File: config.mk
export PLATFORM = sky130hd
export DESIGN_NAME = sva_front
export DESIGN_NICKNAME = d
export VERILOG_FILES = /design/src/hdl/sva_pkg.sv /design/src/hdl/sva_front.sv
export SDC_FILE = /design/constraint.sdc
export NUM_CORES = 1
export LEC_CHECK = 0
export ABC_CLOCK_PERIOD_IN_PS = 22200
export BUFFER_PORTS_ARGS = -buffer_cell sky130_fd_sc_hd__buf_2
export CAP_MARGIN = 10
export CORE_AREA = 2 2 233 235
export DETAILED_ROUTE_END_ITERATION = 16
export DIE_AREA = 0 0 235 237
export SETUP_SLACK_MARGIN = 0.2
export SLEW_MARGIN = 10
export SYNTH_ARGS = -nofsm -noshare
export SYNTH_HDL_FRONTEND = slang
export SYNTH_SLANG_ARGS = --single-unit
export TNS_END_PERCENT = 100
File: constraint.sdc
create_clock -name i_clk -period 22.2 [get_ports i_clk]
set_clock_uncertainty 0.15 [all_clocks]
set_input_delay 4.44 -clock i_clk [delete_from_list [all_inputs] [get_ports i_clk]]
set_output_delay 4.44 -clock i_clk [all_outputs]
set_load 0.02 [all_outputs]
File: src/hdl/sva_pkg.sv
`timescale 1ns / 1ps
// ----------------------------------------------------------------------------
// sva_pkg
// Shared widths, codes and item types of the small vector arithmetic unit.
// ----------------------------------------------------------------------------
package sva_pkg;

    localparam int ELEM_W    = 32;
    localparam int FRAC_BITS = 16;
    localparam int VEC_N     = 4;
    localparam int CROSS_MIN = 3;
    localparam int FUNC_W    = 4;
    localparam int SIZE_W    = 3;
    localparam int STAT_W    = 2;
    localparam int TOL_W     = 31;
    localparam int TOL_RST   = 1;

    localparam int IN_RAW  = FUNC_W + 2 * SIZE_W + (2 * VEC_N + 1) * ELEM_W;
    localparam int IN_W    = ((IN_RAW + 7) / 8) * 8;
    localparam int OUT_RAW = VEC_N * ELEM_W + SIZE_W + ELEM_W + STAT_W;
    localparam int OUT_W   = ((OUT_RAW + 7) / 8) * 8;

    localparam int Q_DEPTH = 4;
    localparam int Q_PTR_W = 2;
    localparam int Q_CNT_W = 3;

    typedef logic [ELEM_W-1:0] t_elem;

    typedef enum logic [FUNC_W-1:0] {
        F_ADD   = 4'd0,
        F_SUB   = 4'd1,
        F_SCALE = 4'd2,
        F_DOT   = 4'd3,
        F_CROSS = 4'd4,
        F_MAGSQ = 4'd5,
        F_MAG   = 4'd6,
        F_NORM  = 4'd7,
        F_EQ    = 4'd8,
        F_CMP   = 4'd9,
        F_NONE  = 4'd15
    } t_func;

    typedef enum logic [STAT_W-1:0] {
        ST_OK       = 2'd0,
        ST_MISMATCH = 2'd1,
        ST_CROSS    = 2'd2,
        ST_ZERO_MAG = 2'd3
    } t_status;

    typedef struct packed {
        t_func             func;
        t_status           status;
        logic [SIZE_W-1:0] rs;
        t_elem [VEC_N-1:0] a;
        t_elem [VEC_N-1:0] b;
        t_elem             k;
    } t_cls;

    typedef struct packed {
        t_func                             func;
        t_status                           status;
        logic [SIZE_W-1:0]                 rs;
        t_elem [VEC_N-1:0]                 a;
        logic [5:0][2*ELEM_W-1:0]          prod;
        t_elem [VEC_N-1:0]                 vec;
        t_elem                             sc;
        logic [2*ELEM_W-1:0]               sqin;
        logic                              ovf;
        logic [ELEM_W+2:0]                 rem;
        logic [ELEM_W:0]                   root;
        logic [VEC_N-1:0][ELEM_W+FRAC_BITS-1:0] num;
        logic [VEC_N-1:0][ELEM_W+1:0]      drem;
        logic [VEC_N-1:0]                  neg;
    } t_item;

endpackage

File: src/hdl/sva_front.sv
`timescale 1ns / 1ps
// ----------------------------------------------------------------------------
// sva_front
// Input register: unpacks an item, resolves sizes, checks them, masks unused
// elements.
// ----------------------------------------------------------------------------
module sva_front (
    input  logic                     i_clk,
    input  logic                     i_rst_n,
    input  logic                     i_valid,
    output logic                     o_ready,
    input  logic [sva_pkg::IN_W-1:0] i_data,
    output logic                     o_push,
    input  logic                     i_full,
    output sva_pkg::t_cls            o_cls
);

    logic          r_fv;
    sva_pkg::t_cls r_cls;
    sva_pkg::t_cls n_cls;

    function automatic logic [sva_pkg::SIZE_W-1:0] eff_size(
        input logic [sva_pkg::SIZE_W-1:0] s);
        logic [sva_pkg::SIZE_W-1:0] r;
        r = s;
        if (s == '0 || s > sva_pkg::SIZE_W'(sva_pkg::VEC_N)) begin
            r = sva_pkg::SIZE_W'(sva_pkg::VEC_N);
        end
        return r;
    endfunction

    always_comb begin
        logic [sva_pkg::SIZE_W-1:0] na;
        logic [sva_pkg::SIZE_W-1:0] nb;
        sva_pkg::t_func             fc;
        logic                       same;
        fc   = sva_pkg::t_func'(i_data[sva_pkg::FUNC_W-1:0]);
        na   = eff_size(i_data[sva_pkg::FUNC_W +: sva_pkg::SIZE_W]);
        nb   = eff_size(i_data[sva_pkg::FUNC_W+sva_pkg::SIZE_W +: sva_pkg::SIZE_W]);
        same = (na == nb);
        if (!(fc inside {sva_pkg::F_ADD, sva_pkg::F_SUB, sva_pkg::F_SCALE, sva_pkg::F_DOT,
                         sva_pkg::F_CROSS, sva_pkg::F_MAGSQ, sva_pkg::F_MAG,
                         sva_pkg::F_NORM, sva_pkg::F_EQ, sva_pkg::F_CMP})) begin
            fc = sva_pkg::F_NONE;
        end
        n_cls.status = sva_pkg::ST_OK;
        n_cls.rs     = sva_pkg::SIZE_W'(sva_pkg::VEC_N);
        for (int i = 0; i < sva_pkg::VEC_N; i++) begin
            n_cls.a[i] = (i < int'(na)) ?
                i_data[sva_pkg::FUNC_W+2*sva_pkg::SIZE_W+i*sva_pkg::ELEM_W +: sva_pkg::ELEM_W]
                : '0;
            n_cls.b[i] = (i < int'(nb)) ?
                i_data[sva_pkg::FUNC_W+2*sva_pkg::SIZE_W+(sva_pkg::VEC_N+i)*sva_pkg::ELEM_W
                       +: sva_pkg::ELEM_W] : '0;
        end
        n_cls.k = i_data[sva_pkg::FUNC_W+2*sva_pkg::SIZE_W+2*sva_pkg::VEC_N*sva_pkg::ELEM_W
                         +: sva_pkg::ELEM_W];
        if (fc inside {sva_pkg::F_ADD, sva_pkg::F_SUB, sva_pkg::F_SCALE, sva_pkg::F_NORM}) begin
            n_cls.rs = na;
        end
        if (fc == sva_pkg::F_CROSS) begin
            n_cls.rs = sva_pkg::SIZE_W'(sva_pkg::CROSS_MIN);
        end
        if (!same && (fc inside {sva_pkg::F_ADD, sva_pkg::F_SUB, sva_pkg::F_DOT,
                                 sva_pkg::F_EQ, sva_pkg::F_CMP})) begin
            n_cls.status = sva_pkg::ST_MISMATCH;
            n_cls.rs     = sva_pkg::SIZE_W'(sva_pkg::VEC_N);
            fc           = sva_pkg::F_NONE;
        end
        if (fc == sva_pkg::F_CROSS && (na < sva_pkg::SIZE_W'(sva_pkg::CROSS_MIN) ||
                                       nb < sva_pkg::SIZE_W'(sva_pkg::CROSS_MIN))) begin
            n_cls.status = sva_pkg::ST_CROSS;
            n_cls.rs     = sva_pkg::SIZE_W'(sva_pkg::VEC_N);
            fc           = sva_pkg::F_NONE;
        end
        n_cls.func = fc;
    end

    assign o_ready = !r_fv || !i_full;
    assign o_push  = r_fv && !i_full;
    assign o_cls   = r_cls;

    always_ff @(posedge i_clk) begin
        if (!i_rst_n) begin
            r_fv <= 1'b0;
        end else if (o_ready) begin
            r_fv <= i_valid;
        end
    end

    always_ff @(posedge i_clk) begin
        if (o_ready && i_valid) begin
            r_cls <= n_cls;
        end
    end

endmodule

==> qor.yml <==
status: "complete, no violations"
rsz0062_at_grt: "no"
ir_worst_vdd_uv: 49.5
vias: 7432
tightest_slew_ps: 1090
pwr_density_cell_mw_per_mm2: 90.9
synth_top_cell_area_share: 0.810
die_h_microns: 237
post-route-drc-count: 0
port_buffers: 600
grt_pass1_wl_mm: 47.8
root_buffer: "clkbuf_16"
htreeDepth: 2
setup_violations: 0
total_power_mw: 1.46
antenna_found_initial: 9
worstPathRequired_ps: 17610
dp_cells: 1907
synthAdderAreaFrac: 0.00227
grt-ovfl-total: 0
post_cts_resized: 0
insertion_delay_ps: 520
netlist_instances: 636
max_stage_delay_ps: 180
start_util: 0.207
fill_cells: 5425
critPathTopFamily: "buffers and inverters"
ant_nets: 0
maxSlewViolCount: 0
areaGrowthSynthToFinish_pct: 45.5
synth-edff-count: 297
synth.mux.area_fraction: 0
startpoint_type: "primary input"
yosys.cell_types.count: 30
ys_seq_area_frac: 0.812
wl_per_cell_microns: 17.0
tns_ps: 0
cts_made_buffers: 36
yosysWarnings: 0
fmax_ghz: 0.106
drt-pass1-iter-count: 4
endpoint_kind: "output port"
met2_usage: 0.199
critPathBufInv: 2
fin_crit_sh: 0.425
grtUsageTotal: 0.114
yosysTopAreaCell: "edfxtp_1"
finalHoldViolations: 0
busiest_layer: "met2"
use_met3: 0.0518
crit_top_cell: "buf_2"
grt_pass1_vias: 7773
utilization: 0.301
reg2regPathDepth: 3
cp_cell_sequence: "buf_2, nor2b_1, buf_2"
ctsHoldBuffers: 0
wirelength_mm: 33.5
synth-xor-area-share: 0.00318
arrival_ps: 4840
synth-simple-area-share: 0.163
pin_count: 607
vias_per_cell: 3.77
final_cells: 1970
grtUsageMet1: 0.122
hold_path_class: "reg2reg"
path_max_fanout: 3
drt_iter0_drc: 272
synth.area.top_cells: "edfxtp_1 (81%), and2_1 (11%), nor2b_1 (3.9%), clkbuf_1 (0.89%), nand2b_1 (0.28%)"
cts_setup_buffers: 0
drive_gt1_frac: 0.520
p_leak_nw: 6.72
gp_congestion: 0.826
whs_path_depth: 2
dp_hpwl_mm: 25.0
drv_cap: 0
clock_sinks: 298
syn_area_per_cell_sq_um: 17.3
ys.flop_type: "edfxtp_1"
syn_nets: 946
clockBufferDepth: 3
slew_headroom: 0.272
grt_max_degree: 157
nets: 1559
synth-compound-area-share: 0.00853
crit_path_top_delay_cell: "buf_2"
path_depth: 3
synthArstFlopShare: 0
netlist_area_sq_mm: 0.0110
coreArea_sq_mm: 0.0533
synth.ff_latch_count: 298
rows: 85
die_x_microns: 235
dieArea_sq_mm: 0.0557
synth_top_family_by_area: "simple AND/OR/NAND/NOR gates"
clk_pin_slew_worst_paths_ps: 60
timing.final.crit_period_ps: 9430
cts_tree: "yes"
critPathKind: "in2out"
[power by group]
part / switching, mW / internal [mW] / total [mW]
Sequential: 0.0103 / 0.669 / 0.679
Clock: 0.231 / 0.374 / 0.604
Combinational: 0.110 / 0.0624 / 0.172
[final timing paths]
kind                     startpoint                        to  slack, ps
setup / recovery             i_full                    o_push      12770
hold / removal    r_fv$_SDFFE_PN0N_         r_fv$_SDFFE_PN0N_        400
setup reg to reg  r_fv$_SDFFE_PN0N_  o_cls[226]$_SDFFCE_PP0P_      19500
hold reg to reg   r_fv$_SDFFE_PN0N_         r_fv$_SDFFE_PN0N_        400
[cells by family (layout without fill, tap and decap cells)]
group,Yosys count,after routing
simple gates,286,286
flops,298,298
buf+inv,31,668
fa+ha+maj,2,2
compound gates,15,15
other cells,0,1
xor+xnor,4,4
[cells in the mapped netlist (2+ instances only)]
master and number:
inv_1 3, nand4bb_1 2, a21oi_1 6, xor2_1 2, ha_1 2, edfxtp_1 297
or2_1 2, buf_2 2, or2_2 2, nand2b_1 5, nor2b_1 68, and2_1 193
nand3_1 2, o21ai_0 3, nand2_1 6, xnor2_1 2, clkbuf_1 26
[flip-flops by register name (all words and copies together), names as in the netlist]
register	cells
o_cls	297
r_fv	1
[through the flow]
| stage | setup WS (ps) | hold WS, ps | cell area, sq um |
|---|---|---|---|
| finish | 12770 | 400 | 16000 |
| global route | 12760 | 448 | 16000 |
| CTS | 12780 | 401 | 16000 |
| detailed placement | 12780 | 390 | 14800 |
| global placement | 12770 | 362 | 14800 |
| floorplan | 9950 | 337 | 11000 |
[cells in the final DEF (no fill, tap or decap), types with 6 or more instances in the layout]
cell type	Yosys	routed
clkinv_2	0	6
and2_1	193	192
nor2b_1	68	68
clkbuf_16	0	37
bufinv_16	0	6
a21oi_1	6	6
nand2_1	6	6
edfxtp_1	297	297
buf_2	2	600
[cell type report]
class	count	area [sq um]	area share
diodes	1	2.50	0.000156
clock buffers	42	945	0.0590
clock inverters	20	253	0.0158
inverters	3	11.3	0.000703
multi-input cells	307	1960	0.122
flip-flops and latches	298	8940	0.558
well taps	696	871	0.0544
repair buffers	603	3040	0.190
[routing by layer]
layer,wire (microns),up-vias
li1,-,3477
met1,12400,3499
met2,16800,369
met3,3270,69
met4,903,18
met5,114,-
[tightest hold or removal path: cells and delay by family (launching register included)]
family,cells,cell delay (ps)
AOI/OAI and AO/OA,1,120
DFF,1,320
and+or+nand+nor,1,60
No activity file was read; power rests on OpenSTA's default activity.
