File: config.mk
export PLATFORM = sky130hd
export DESIGN_NAME = sva_fifo
export DESIGN_NICKNAME = d
export VERILOG_FILES = /design/src/hdl/sva_pkg.sv /design/src/hdl/sva_fifo.sv
export SDC_FILE = /design/constraint.sdc
export NUM_CORES = 1
export LEC_CHECK = 0
export BUFFER_PORTS_ARGS = -buffer_cell sky130_fd_sc_hd__buf_4
export CAP_MARGIN = 20
export CORE_ASPECT_RATIO = 0.75
export CORE_UTILIZATION = 45
export DETAILED_ROUTE_END_ITERATION = 8
export MAX_ROUTING_LAYER = met4
export PLACE_DENSITY_LB_ADDON = 0.2
export SYNTH_ARGS = -nofsm -noshare
export SYNTH_HDL_FRONTEND = slang
export SYNTH_SLANG_ARGS = --single-unit
File: constraint.sdc
create_clock -name i_clk -period 14.04 [get_ports i_clk]
set_clock_uncertainty 0.15 [all_clocks]
set_input_delay 0.702 -clock i_clk [delete_from_list [all_inputs] [get_ports i_clk]]
set_output_delay 0.702 -clock i_clk [all_outputs]
set_load 0.05 [all_outputs]
File: src/hdl/sva_pkg.sv
`timescale 1ns / 1ps
// ----------------------------------------------------------------------------
// sva_pkg
// Shared widths, codes and item types of the small vector arithmetic unit.
// ----------------------------------------------------------------------------
package sva_pkg;

    localparam int ELEM_W    = 32;
    localparam int FRAC_BITS = 16;
    localparam int VEC_N     = 4;
    localparam int CROSS_MIN = 3;
    localparam int FUNC_W    = 4;
    localparam int SIZE_W    = 3;
    localparam int STAT_W    = 2;
    localparam int TOL_W     = 31;
    localparam int TOL_RST   = 1;

    localparam int IN_RAW  = FUNC_W + 2 * SIZE_W + (2 * VEC_N + 1) * ELEM_W;
    localparam int IN_W    = ((IN_RAW + 7) / 8) * 8;
    localparam int OUT_RAW = VEC_N * ELEM_W + SIZE_W + ELEM_W + STAT_W;
    localparam int OUT_W   = ((OUT_RAW + 7) / 8) * 8;

    localparam int Q_DEPTH = 4;
    localparam int Q_PTR_W = 2;
    localparam int Q_CNT_W = 3;

    typedef logic [ELEM_W-1:0] t_elem;

    typedef enum logic [FUNC_W-1:0] {
        F_ADD   = 4'd0,
        F_SUB   = 4'd1,
        F_SCALE = 4'd2,
        F_DOT   = 4'd3,
        F_CROSS = 4'd4,
        F_MAGSQ = 4'd5,
        F_MAG   = 4'd6,
        F_NORM  = 4'd7,
        F_EQ    = 4'd8,
        F_CMP   = 4'd9,
        F_NONE  = 4'd15
    } t_func;

    typedef enum logic [STAT_W-1:0] {
        ST_OK       = 2'd0,
        ST_MISMATCH = 2'd1,
        ST_CROSS    = 2'd2,
        ST_ZERO_MAG = 2'd3
    } t_status;

    typedef struct packed {
        t_func             func;
        t_status           status;
        logic [SIZE_W-1:0] rs;
        t_elem [VEC_N-1:0] a;
        t_elem [VEC_N-1:0] b;
        t_elem             k;
    } t_cls;

    typedef struct packed {
        t_func                             func;
        t_status                           status;
        logic [SIZE_W-1:0]                 rs;
        t_elem [VEC_N-1:0]                 a;
        logic [5:0][2*ELEM_W-1:0]          prod;
        t_elem [VEC_N-1:0]                 vec;
        t_elem                             sc;
        logic [2*ELEM_W-1:0]               sqin;
        logic                              ovf;
        logic [ELEM_W+2:0]                 rem;
        logic [ELEM_W:0]                   root;
        logic [VEC_N-1:0][ELEM_W+FRAC_BITS-1:0] num;
        logic [VEC_N-1:0][ELEM_W+1:0]      drem;
        logic [VEC_N-1:0]                  neg;
    } t_item;

endpackage

File: src/hdl/sva_fifo.sv
`timescale 1ns / 1ps
// ----------------------------------------------------------------------------
// sva_fifo
// Short queue of classified items between the front and the arithmetic
// pipeline.
// ----------------------------------------------------------------------------
module sva_fifo (
    input  logic          i_clk,
    input  logic          i_rst_n,
    input  logic          i_push,
    input  sva_pkg::t_cls i_data,
    output logic          o_full,
    input  logic          i_pop,
    output logic          o_empty,
    output sva_pkg::t_cls o_data
);

    sva_pkg::t_cls                r_mem [sva_pkg::Q_DEPTH];
    logic [sva_pkg::Q_PTR_W-1:0]  r_wptr;
    logic [sva_pkg::Q_PTR_W-1:0]  r_rptr;
    logic [sva_pkg::Q_CNT_W-1:0]  r_count;

    assign o_full  = (r_count == sva_pkg::Q_CNT_W'(sva_pkg::Q_DEPTH));
    assign o_empty = (r_count == '0);
    assign o_data  = r_mem[r_rptr];

    always_ff @(posedge i_clk) begin
        if (!i_rst_n) begin
            r_wptr  <= '0;
            r_rptr  <= '0;
            r_count <= '0;
        end else begin
            if (i_push) begin
                r_wptr <= r_wptr + 1'b1;
            end
            if (i_pop) begin
                r_rptr <= r_rptr + 1'b1;
            end
            if (i_push && !i_pop) begin
                r_count <= r_count + 1'b1;
            end else if (i_pop && !i_push) begin
                r_count <= r_count - 1'b1;
            end
        end
    end

    always_ff @(posedge i_clk) begin
        if (i_push) begin
            r_mem[r_wptr] <= i_data;
        end
    end

`ifndef SYNTHESIS
    a_count_bound: assert property (@(posedge i_clk) disable iff (!i_rst_n)
        r_count <= sva_pkg::Q_CNT_W'(sva_pkg::Q_DEPTH))
        else $error("queue count beyond depth");
    a_count_ptrs: assert property (@(posedge i_clk) disable iff (!i_rst_n)
        (r_wptr - r_rptr) == r_count[sva_pkg::Q_PTR_W-1:0])
        else $error("queue pointers disagree with count");
`endif

endmodule

==> impl_metrics.ini, run 1 <==
[floorplanning]
fp.dieW_um = 360
die_h_um = 271
design.core.area_um2 = 95300
dieArea_um2 = 97500
rows = 98
start_util_pct = 45.4
num_io_pins = 600

[cts]
root_buffer = clkbuf_16
cts_buffers = 112
path_clk_slew_ns = 0.06
cts_resized = 0
cts_tree = built
cts.sinks = 1197
clock_latency_ns = 0.69
ctsLongestPathBuffers = 3
cts.htree.levels = 3

[yosys]
netlist_area_um2 = 43300
synth_top_area_cell = edfxtp_1
syn_avg_cell_area_um2 = 27.2
yosysSeqAreaShare_pct = 82.8
synth_cells = 1594
yosys_warnings = 0
netlist_top_cells_count = 1188 x edfxtp_1, 297 x mux4_2, 33 x buf_2, 27 x buf_6
ys_top_cells_by_area = edfxtp_1 82%, mux4_2 15%, buf_6 0.70%
ys.flop_type = edfxtp_1
synth_edf_count = 1188
ys_ff_latch = 1197
syn_nets = 1901
async_flop_share_pct = 0
synth_cell_types = 20
synth.most_common_cell = edfxtp_1
synth_top_area_share_pct = 82.4

[drt]
wirelength_um = 90300
route.met2.wl_um = 46300
top_layer = met4
met1_length_um = 36000
dr_wl_met3_um = 6080
wl_per_cell_um = 24.3
drc_errors = 0
route.vias.total = 19600
antenna_left = 0
drtIter0Drc = 1287
viasPerCell = 5.28
first_pass_iters = 5

[worst_setup_path]
critPathKind = reg2out
cp_max_fo = 46
arrival_ns = 4.83
worst_setup_path_end_kind = output pin
start_kind = flip-flop
critical_path_required_ns = 13.19
worstReg2RegStart = r_wptr[0]

[timing]
fin_crit_sh_pct = 40.5
setup_viol = 0
period_needed_ns = 5.68
fin_tns_setup_ns = 0
max_freq_mhz = 176
layout_setup_ws_ns = 8.36
max_slew.worst_pin.slew_ns = 1.12
drv_slew = 0
max_slew_margin_pct = 25.1
rsz0062_at_grt = false
hold_violations = 0

[global_route]
grt_pass1_wl_um = 134000
grt_max_degree = 145
first_global_vias = 20900
grt_overflow = 0
antenna_found_initial = 6
grt_usage_pct = 19.1

[outcome]
status = finished clean

[pwr]
power_uw = 8380
p_per_area_nw_per_um2 = 156
p_clk_share_pct = 35.1
p_leak_uw = 0.0179
pwr-share-comb_pct = 15.3
p_sw_uw = 2160
seqPwrFrac_pct = 49.6
power.internal_uw = 6220
sw_frac_of_total_pct = 25.8
ir_worst_vdd_mv = 0.134

[layout]
multi_input_area_um2 = 6950
fill_cells = 6986
drive_gt1_share_pct = 44.3
final_nets = 2668
syn_to_final_growth_pct = 24.1
ff_latch_area_um2 = 35900

[place]
port_buffers = 599
gp_congestion = 0.780
dp_slack_ns = 8.83
hpwl_um = 53900

[hold_path]
worstHoldStart = i_data[290]
hold_class = in2reg

[flow_run]
drv_cap = 0
==> critical path, stage by stage (launching register included) <==
cell     delay, ns
dfxtp_4       0.72
buf_4         0.84
buf_4         0.77
buf_4         0.81
mux4_2        0.63
buf_4         0.21
==> logic make-up after synthesis <==
kind of cell               count (synthesis)  synth area share, %
buffers and inverters                     70                 1.17
adders and majority gates                  6                0.191
AOI/OAI and AO/OA                          2               0.0289
muxes                                    299                 15.5
xor gates and xnor gates                   5                0.101
DFF                                     1197                 82.8
and+or+nand+nor                           15                0.211
==> flip-flops by register name (all words and copies together) (netlist names), named ones only <==
register  flops
r_mem      1188
r_count       3
r_rptr        2
r_wptr        2
==> cell usage in the layout, fill, tap and decap left out, types with 7 or more instances in the layout <==
| cell type | instances |
|---|---|
| clkinv_1 | 22 |
| dfxtp_1 | 7 |
| buf_4 | 613 |
| clkbuf_16 | 115 |
| dlygate4sd3_1 | 99 |
| clkbuf_1 | 23 |
| edfxtp_1 | 1188 |
| bufinv_16 | 7 |
| mux4_2 | 297 |
| clkinv_2 | 26 |
==> path summary, 6_finish.rpt <==
path	slack [ns]	end	cells after the start
setup / recovery	8.36	o_data[162]	5
hold / removal	0.06	r_mem[0][290]	1
setup reg to reg	10.09	r_mem[0][269]	5
hold reg to reg	0.38	r_count[2]	2
==> through the flow <==
stage	hold WS [ns]	instance area, um^2	util, %	std cells
global placement	0.336	49100	51.5	3397
finish	0.0586	53700	56.4	3713
CTS	0.0000576	53700	56.4	3706
global route	0.00784	53700	56.4	3713
detailed placement	0.364	49100	51.5	3397
floorplan	0.322	43300	-	1594
==> cell type report <==
| cell class | instances | area share [%] |
|---|---|---|
| antenna | 6 | 0.0279 |
| clock buffer | 144 | 5.67 |
| clock inverter | 66 | 1.03 |
| inverter | 4 | 0.0279 |
| multi-input combinational | 327 | 12.9 |
| sequential | 1197 | 66.7 |
| tap | 1250 | 2.91 |
| timing repair buffer | 719 | 10.7 |
==> power groups by stage <==
stage	clock network [uW]	registers, uW	logic [uW]
3_3_place_gp	0	4220	1270
2_1_floorplan	0	4260	860
6_report	2940	4160	1280
3_5_place_dp	0	4230	1280
5_1_grt	3140	4170	1340
4_1_cts	3010	4160	1300
==> repair_timing <==
| item | in CTS | in global routing |
|---|---|---|
| hold buffers | 99 | 0 |
| hold endpoints to repair | 347 | 0 |
| setup buffers | 0 | 0 |
==> layer usage <==
layer | up-vias | GRT usage (%)
met5 | - | -
met4 | 0 | 5.07
met3 | 129 | 5.34
met2 | 523 | 30.8
met1 | 10400 | 23.8
li1 | 8505 | -
No activity file was read; power rests on OpenSTA's default activity.
==> inputs of run 2 (changes only) <==
clock period = 5.65 ns   (was 14.04 ns; I/O delays follow)
==> run 2 against run 1 <==
  * Clock power rose by 140%
  * Via count is 3.8% higher
  * Setup slack got worse by 6.3 ns
  * Critical path depth is 2 lower
  * First-iteration DRC count rose by 2.3%
  * Sequential share of layout area is 2.4 points lower
  * Hold slack better by 0.12 ns
  * Register-to-register slack lost 7.0 ns
  * Global-route usage up 0.35 points
  * Sequential cell count unchanged
  * Cell count up 5.3%
  * Die area unchanged
==> impl_metrics.ini, run 2 (same netlist as run 1, synthesis figures left out) <==
[outcome]
status = finished clean

[timing]
setup_viol = 0
period_needed_ns = 3.59
fin_tns_setup_ns = 0
hold_violations = 0
max_freq_mhz = 279
max_slew.worst_pin.slew_ns = 1.04
fin_crit_sh_pct = 63.5
max_slew_margin_pct = 30.3
drv_slew = 0
rsz0062_at_grt = false

[layout]
largestRegisters = r_mem (1188), r_count (3)
syn_to_final_growth_pct = 28.7
fin_cells = 3910
final_nets = 2870
final_common_cell = edfxtp_1
top_register = r_mem
mostFrequentLayoutCells = 1188 x edfxtp_1, 606 x buf_4, 300 x dlygate4sd3_1, 297 x mux4_2, 113 x clkbuf_16
drive_gt1_share_pct = 40.4
largest_reg_flops = 1188

[cts]
path_clk_slew_ns = 0.06
cts_buffers = 111
root_buffer = clkbuf_16
cts.sinks = 1197
cts_setup_buffers = 0
clock_latency_ns = 0.70
ctsLongestPathBuffers = 3
cts_tree = built
cts.htree.levels = 3

[pwr]
power_uw = 20800
ir_worst_vdd_mv = 0.287
p_leak_uw = 0.0187
p_per_area_nw_per_um2 = 373

[global_route]
first_global_vias = 22000
antenna_found_initial = 12
grt_pass1_wl_um = 137000
grt_usage_pct = 19.4
grt_overflow = 0
grt_max_degree = 139

[floorplanning]
start_util_pct = 45.4
rows = 98
dieArea_um2 = 97500
num_io_pins = 600
design.core.area_um2 = 95300
fp.dieW_um = 360
die_h_um = 271

[worst_setup_path]
critical_path_required_ns = 5.22
start_kind = flip-flop
worst_setup_path_end_kind = output pin
worstReg2RegStart = r_wptr[0]
cp_max_fo = 37
r2r_slack_ns = 3.05
worstRegToRegCells = 3
arrival_ns = 3.16
endpoint = o_data[117]
critPathKind = reg2out
r2r_end = r_mem[1][259]

[drt]
wirelength_um = 92000
first_pass_iters = 6
route.vias.total = 20300
antenna_left = 0
drc_errors = 0
viasPerCell = 5.20
wl_per_cell_um = 23.5
drtIter0Drc = 1317

[place]
gp_congestion = 0.812
placedCellCount = 3399
hpwl_um = 54400
port_buffers = 599

[hold_path]
hold_class = in2reg

[flow_run]
drv_cap = 0
==> run 2: cell count changes in the layout (fill, tap and decap cells not counted), sizes merged <==
cell | before | now
buf | 620 | 622
clkbuf | 144 | 140
clkinv | 52 | 46
clkinvlp | 4 | 1
diode | 6 | 13
dlygate4sd3 | 99 | 300
==> run 2: power breakdown <==
part           switching (uW)  internal (uW)
Sequential                118          10200
Combinational            2130           1210
Clock                    3130           3980
Total                    5380          15400
==> run 2: area by class of cell <==
| class | count | area (um^2) |
|---|---|---|
| Timing Repair Buffer | 922 | 7880 |
| Antenna cell | 13 | 32.5 |
| Multi-Input combinational cell | 327 | 6950 |
| Sequential cell | 1197 | 35900 |
| Clock inverter | 57 | 505 |
| Clock buffer | 140 | 2930 |
| Inverter | 4 | 15.0 |
| Tap cell | 1250 | 1560 |
| Fill cell | 6828 | 39500 |
==> run 2: critical path: stages (launching register included) <==
cell and delay, ns:
dfxtp_4 0.95, buf_4 0.64, mux4_2 0.61, buf_4 0.21
==> run 2: what timing repair did <==
action	in CTS	in global routing
hold endpoints to repair	1197	0
hold buffers	300	0
resized for setup	0	0
==> run 2: worst min-delay path by stage <==
stage / depth (start not counted) / from / slack [ns] / endpoint
6_report: 2 / i_data[51] / 0.18 / r_mem[2][51]
5_1_grt: 2 / i_data[12] / 0.13 / r_mem[2][12]
4_1_cts: 2 / i_data[39] / 0.11 / r_mem[0][39]
3_5_place_dp: 1 / i_data[107] / 0.34 / r_mem[0][107]
3_3_place_gp: 1 / i_data[236] / 0.33 / r_mem[1][236]
2_1_floorplan: 0 / i_data[0] / 0.23 / r_mem[0][0]
==> run 2: per-stage QoR <==
step	hold slack (ns)	instance area (um^2)	utilization, %	setup WS (ns)
2_1_floorplan	0.231	43300	-	0.891
3_3_place_gp	0.330	49200	51.7	2.68
3_5_place_dp	0.335	49200	51.7	2.67
4_1_cts	0.110	55700	58.4	1.88
5_1_grt	0.135	55700	58.5	1.78
6_report	0.176	55700	58.5	2.06
==> run 2: per-layer routing <==
metal	track usage, %	vias to the layer above	part of all wire (%)
li1	-	8895	-
met1	24.2	10800	40
met2	31.5	541	51
met3	4.93	146	6.3
met4	6.02	0	2.5
met5	-	-	0
==> inputs of run 3 (changes only) <==
clock period = 3.05 ns   (was 5.65 ns; I/O delays follow)
==> run 3 against run 2 <==
  * Hold slack worse by 0.11 ns
  * Clock-buffer cell count down 1
  * Combinational power up 90%
  * Via count up 1.0%
  * First-iteration DRC count increased by 16%
  * Largest cell class unchanged
  * Largest power group unchanged
==> impl_metrics.ini, run 3 (same netlist as run 1, synthesis figures left out) <==
[place]
port_buffers = 599
dp_slack_ns = 0.862
hpwl_um = 59500
gp_congestion = 0.816

[hold_path]
hold_class = in2reg
holdPathStages = 2

[cts]
path_clk_slew_ns = 0.06
cts_buffers = 109
cts.sinks = 1197
cts_resized = 0
root_buffer = clkbuf_16
ctsLongestPathBuffers = 3
cts.htree.levels = 3
cts_tree = built
clock_latency_ns = 0.67

[layout]
final_common_cell = edfxtp_1
syn_to_final_growth_pct = 29.7
largestRegisters = r_mem (1188), r_count (3)
top_register = r_mem
final_nets = 2928
largest_reg_flops = 1188
utilization_pct = 59.0
mostFrequentLayoutCells = 1188 x edfxtp_1, 636 x buf_4, 321 x dlygate4sd3_1, 297 x mux4_2, 111 x clkbuf_16
drive_gt1_share_pct = 40.9

[pwr]
ir_worst_vdd_mv = 0.535
p_leak_uw = 0.0190
p_per_area_nw_per_um2 = 676

[timing]
layout_setup_ws_ns = 0.202
max_slew_margin_pct = 56.2
rsz0062_at_grt = false
fin_crit_sh_pct = 93.4
max_freq_mhz = 351
drv_slew = 0
fin_tns_setup_ns = 0
period_needed_ns = 2.85
hold_violations = 0
setup_viol = 0
max_slew.worst_pin.slew_ns = 0.658

[floorplanning]
num_io_pins = 600
start_util_pct = 45.4
fp.dieW_um = 360
dieArea_um2 = 97500
die_h_um = 271
rows = 98
design.core.area_um2 = 95300

[worst_setup_path]
cp_common_cell = buf_12
critical_path_required_ns = 2.75
start_kind = flip-flop
cp_max_fo = 45
critPathKind = reg2out
crit_chain = buf_12 > buf_12 > mux4_2 > buf_4
arrival_ns = 2.55
critPathMaxStageDelay_ns = 0.60
worstRegToRegCells = 4
worst_setup_path_end_kind = output pin
slowest_stage = mux4_2
r2r_slack_ns = 1.03

[global_route]
grt_max_degree = 90
first_global_vias = 22400
grt_usage_pct = 19.7
grt_pass1_wl_um = 140000
antenna_found_initial = 14
grt_overflow = 0

[drt]
first_pass_iters = 5
route.met2.wl_um = 47300
route.vias.total = 20600
antenna_left = 0
wirelength_um = 92900
viasPerCell = 5.19
wl_per_cell_um = 23.4
drc_errors = 0
top_layer = met4
drtIter0Drc = 1533
met1_length_um = 37600
dr_wl_met3_um = 5550

[flow_run]
drv_cap = 0

[outcome]
status = finished clean
run 3: cell count changes in the layout (fill, tap and decap cells not counted), moves of 3 or more:
cell           previous run  this run
clkinv_2                 18        13
clkbuf_8                  0         4
clkbuf_1                 27        24
clkinv_1                 25        31
buf_4                   606       636
bufinv_16                 7         2
buf_12                   15        25
dlygate4sd3_1           300       321
run 3: cell type report:
cell class                 instances  area (um^2)
antenna                           11         27.5
clock buffer                     139         2920
clock inverter                    54          339
fill                            6777        39100
inverter                           4         15.0
multi-input combinational        327         6950
sequential                      1197        35900
tap                             1250         1560
timing repair buffer             982         8490
run 3: final timing paths:
kind | from | to
worst min register to register | r_wptr[1] | r_wptr[1]
worst max register to register | r_wptr[0] | r_mem[2][233]
worst max-delay path | flip-flop | o_data[36]
worst min-delay path | i_data[30] | r_mem[2][30]
run 3: routing by layer:
metal  vias to the layer above  global-route usage (%)
li1                       9018                       -
met1                     10800                    24.6
met2                       589                    32.0
met3                       146                    4.70
met4                         0                    6.31
met5                         -                       -
run 3: critical path, delay by kind of cell (launching register included):
family   cells  cell delay (ns)
mux          1             0.60
flops        1             0.37
buf+inv      3             0.80
run 3: stage by stage:
stage | total power (uW) | cells | hold slack, ns | area (um^2)
2_1_floorplan | 23400 | 1594 | 0.101 | 43300
3_3_place_gp | 25400 | 3439 | 0.200 | 49700
3_5_place_dp | 25500 | 3439 | 0.204 | 49700
4_1_cts | 38400 | 3953 | 0.0000359 | 56100
5_1_grt | 39200 | 3964 | 0.0161 | 56200
6_report | 37900 | 3964 | 0.0628 | 56200
run 3: what timing repair did:
action / 4_1_cts / 5_1_grt
setup endpoints to repair: 0 / 0
buffers inserted: 0 / 0
hold endpoints to repair: 1232 / 0
hold buffers: 321 / 0
run 3: power breakdown:
part	switching (uW)	internal, uW
registers	165	18900
logic	4010	2320
clock network	5640	6900
total	9820	28100
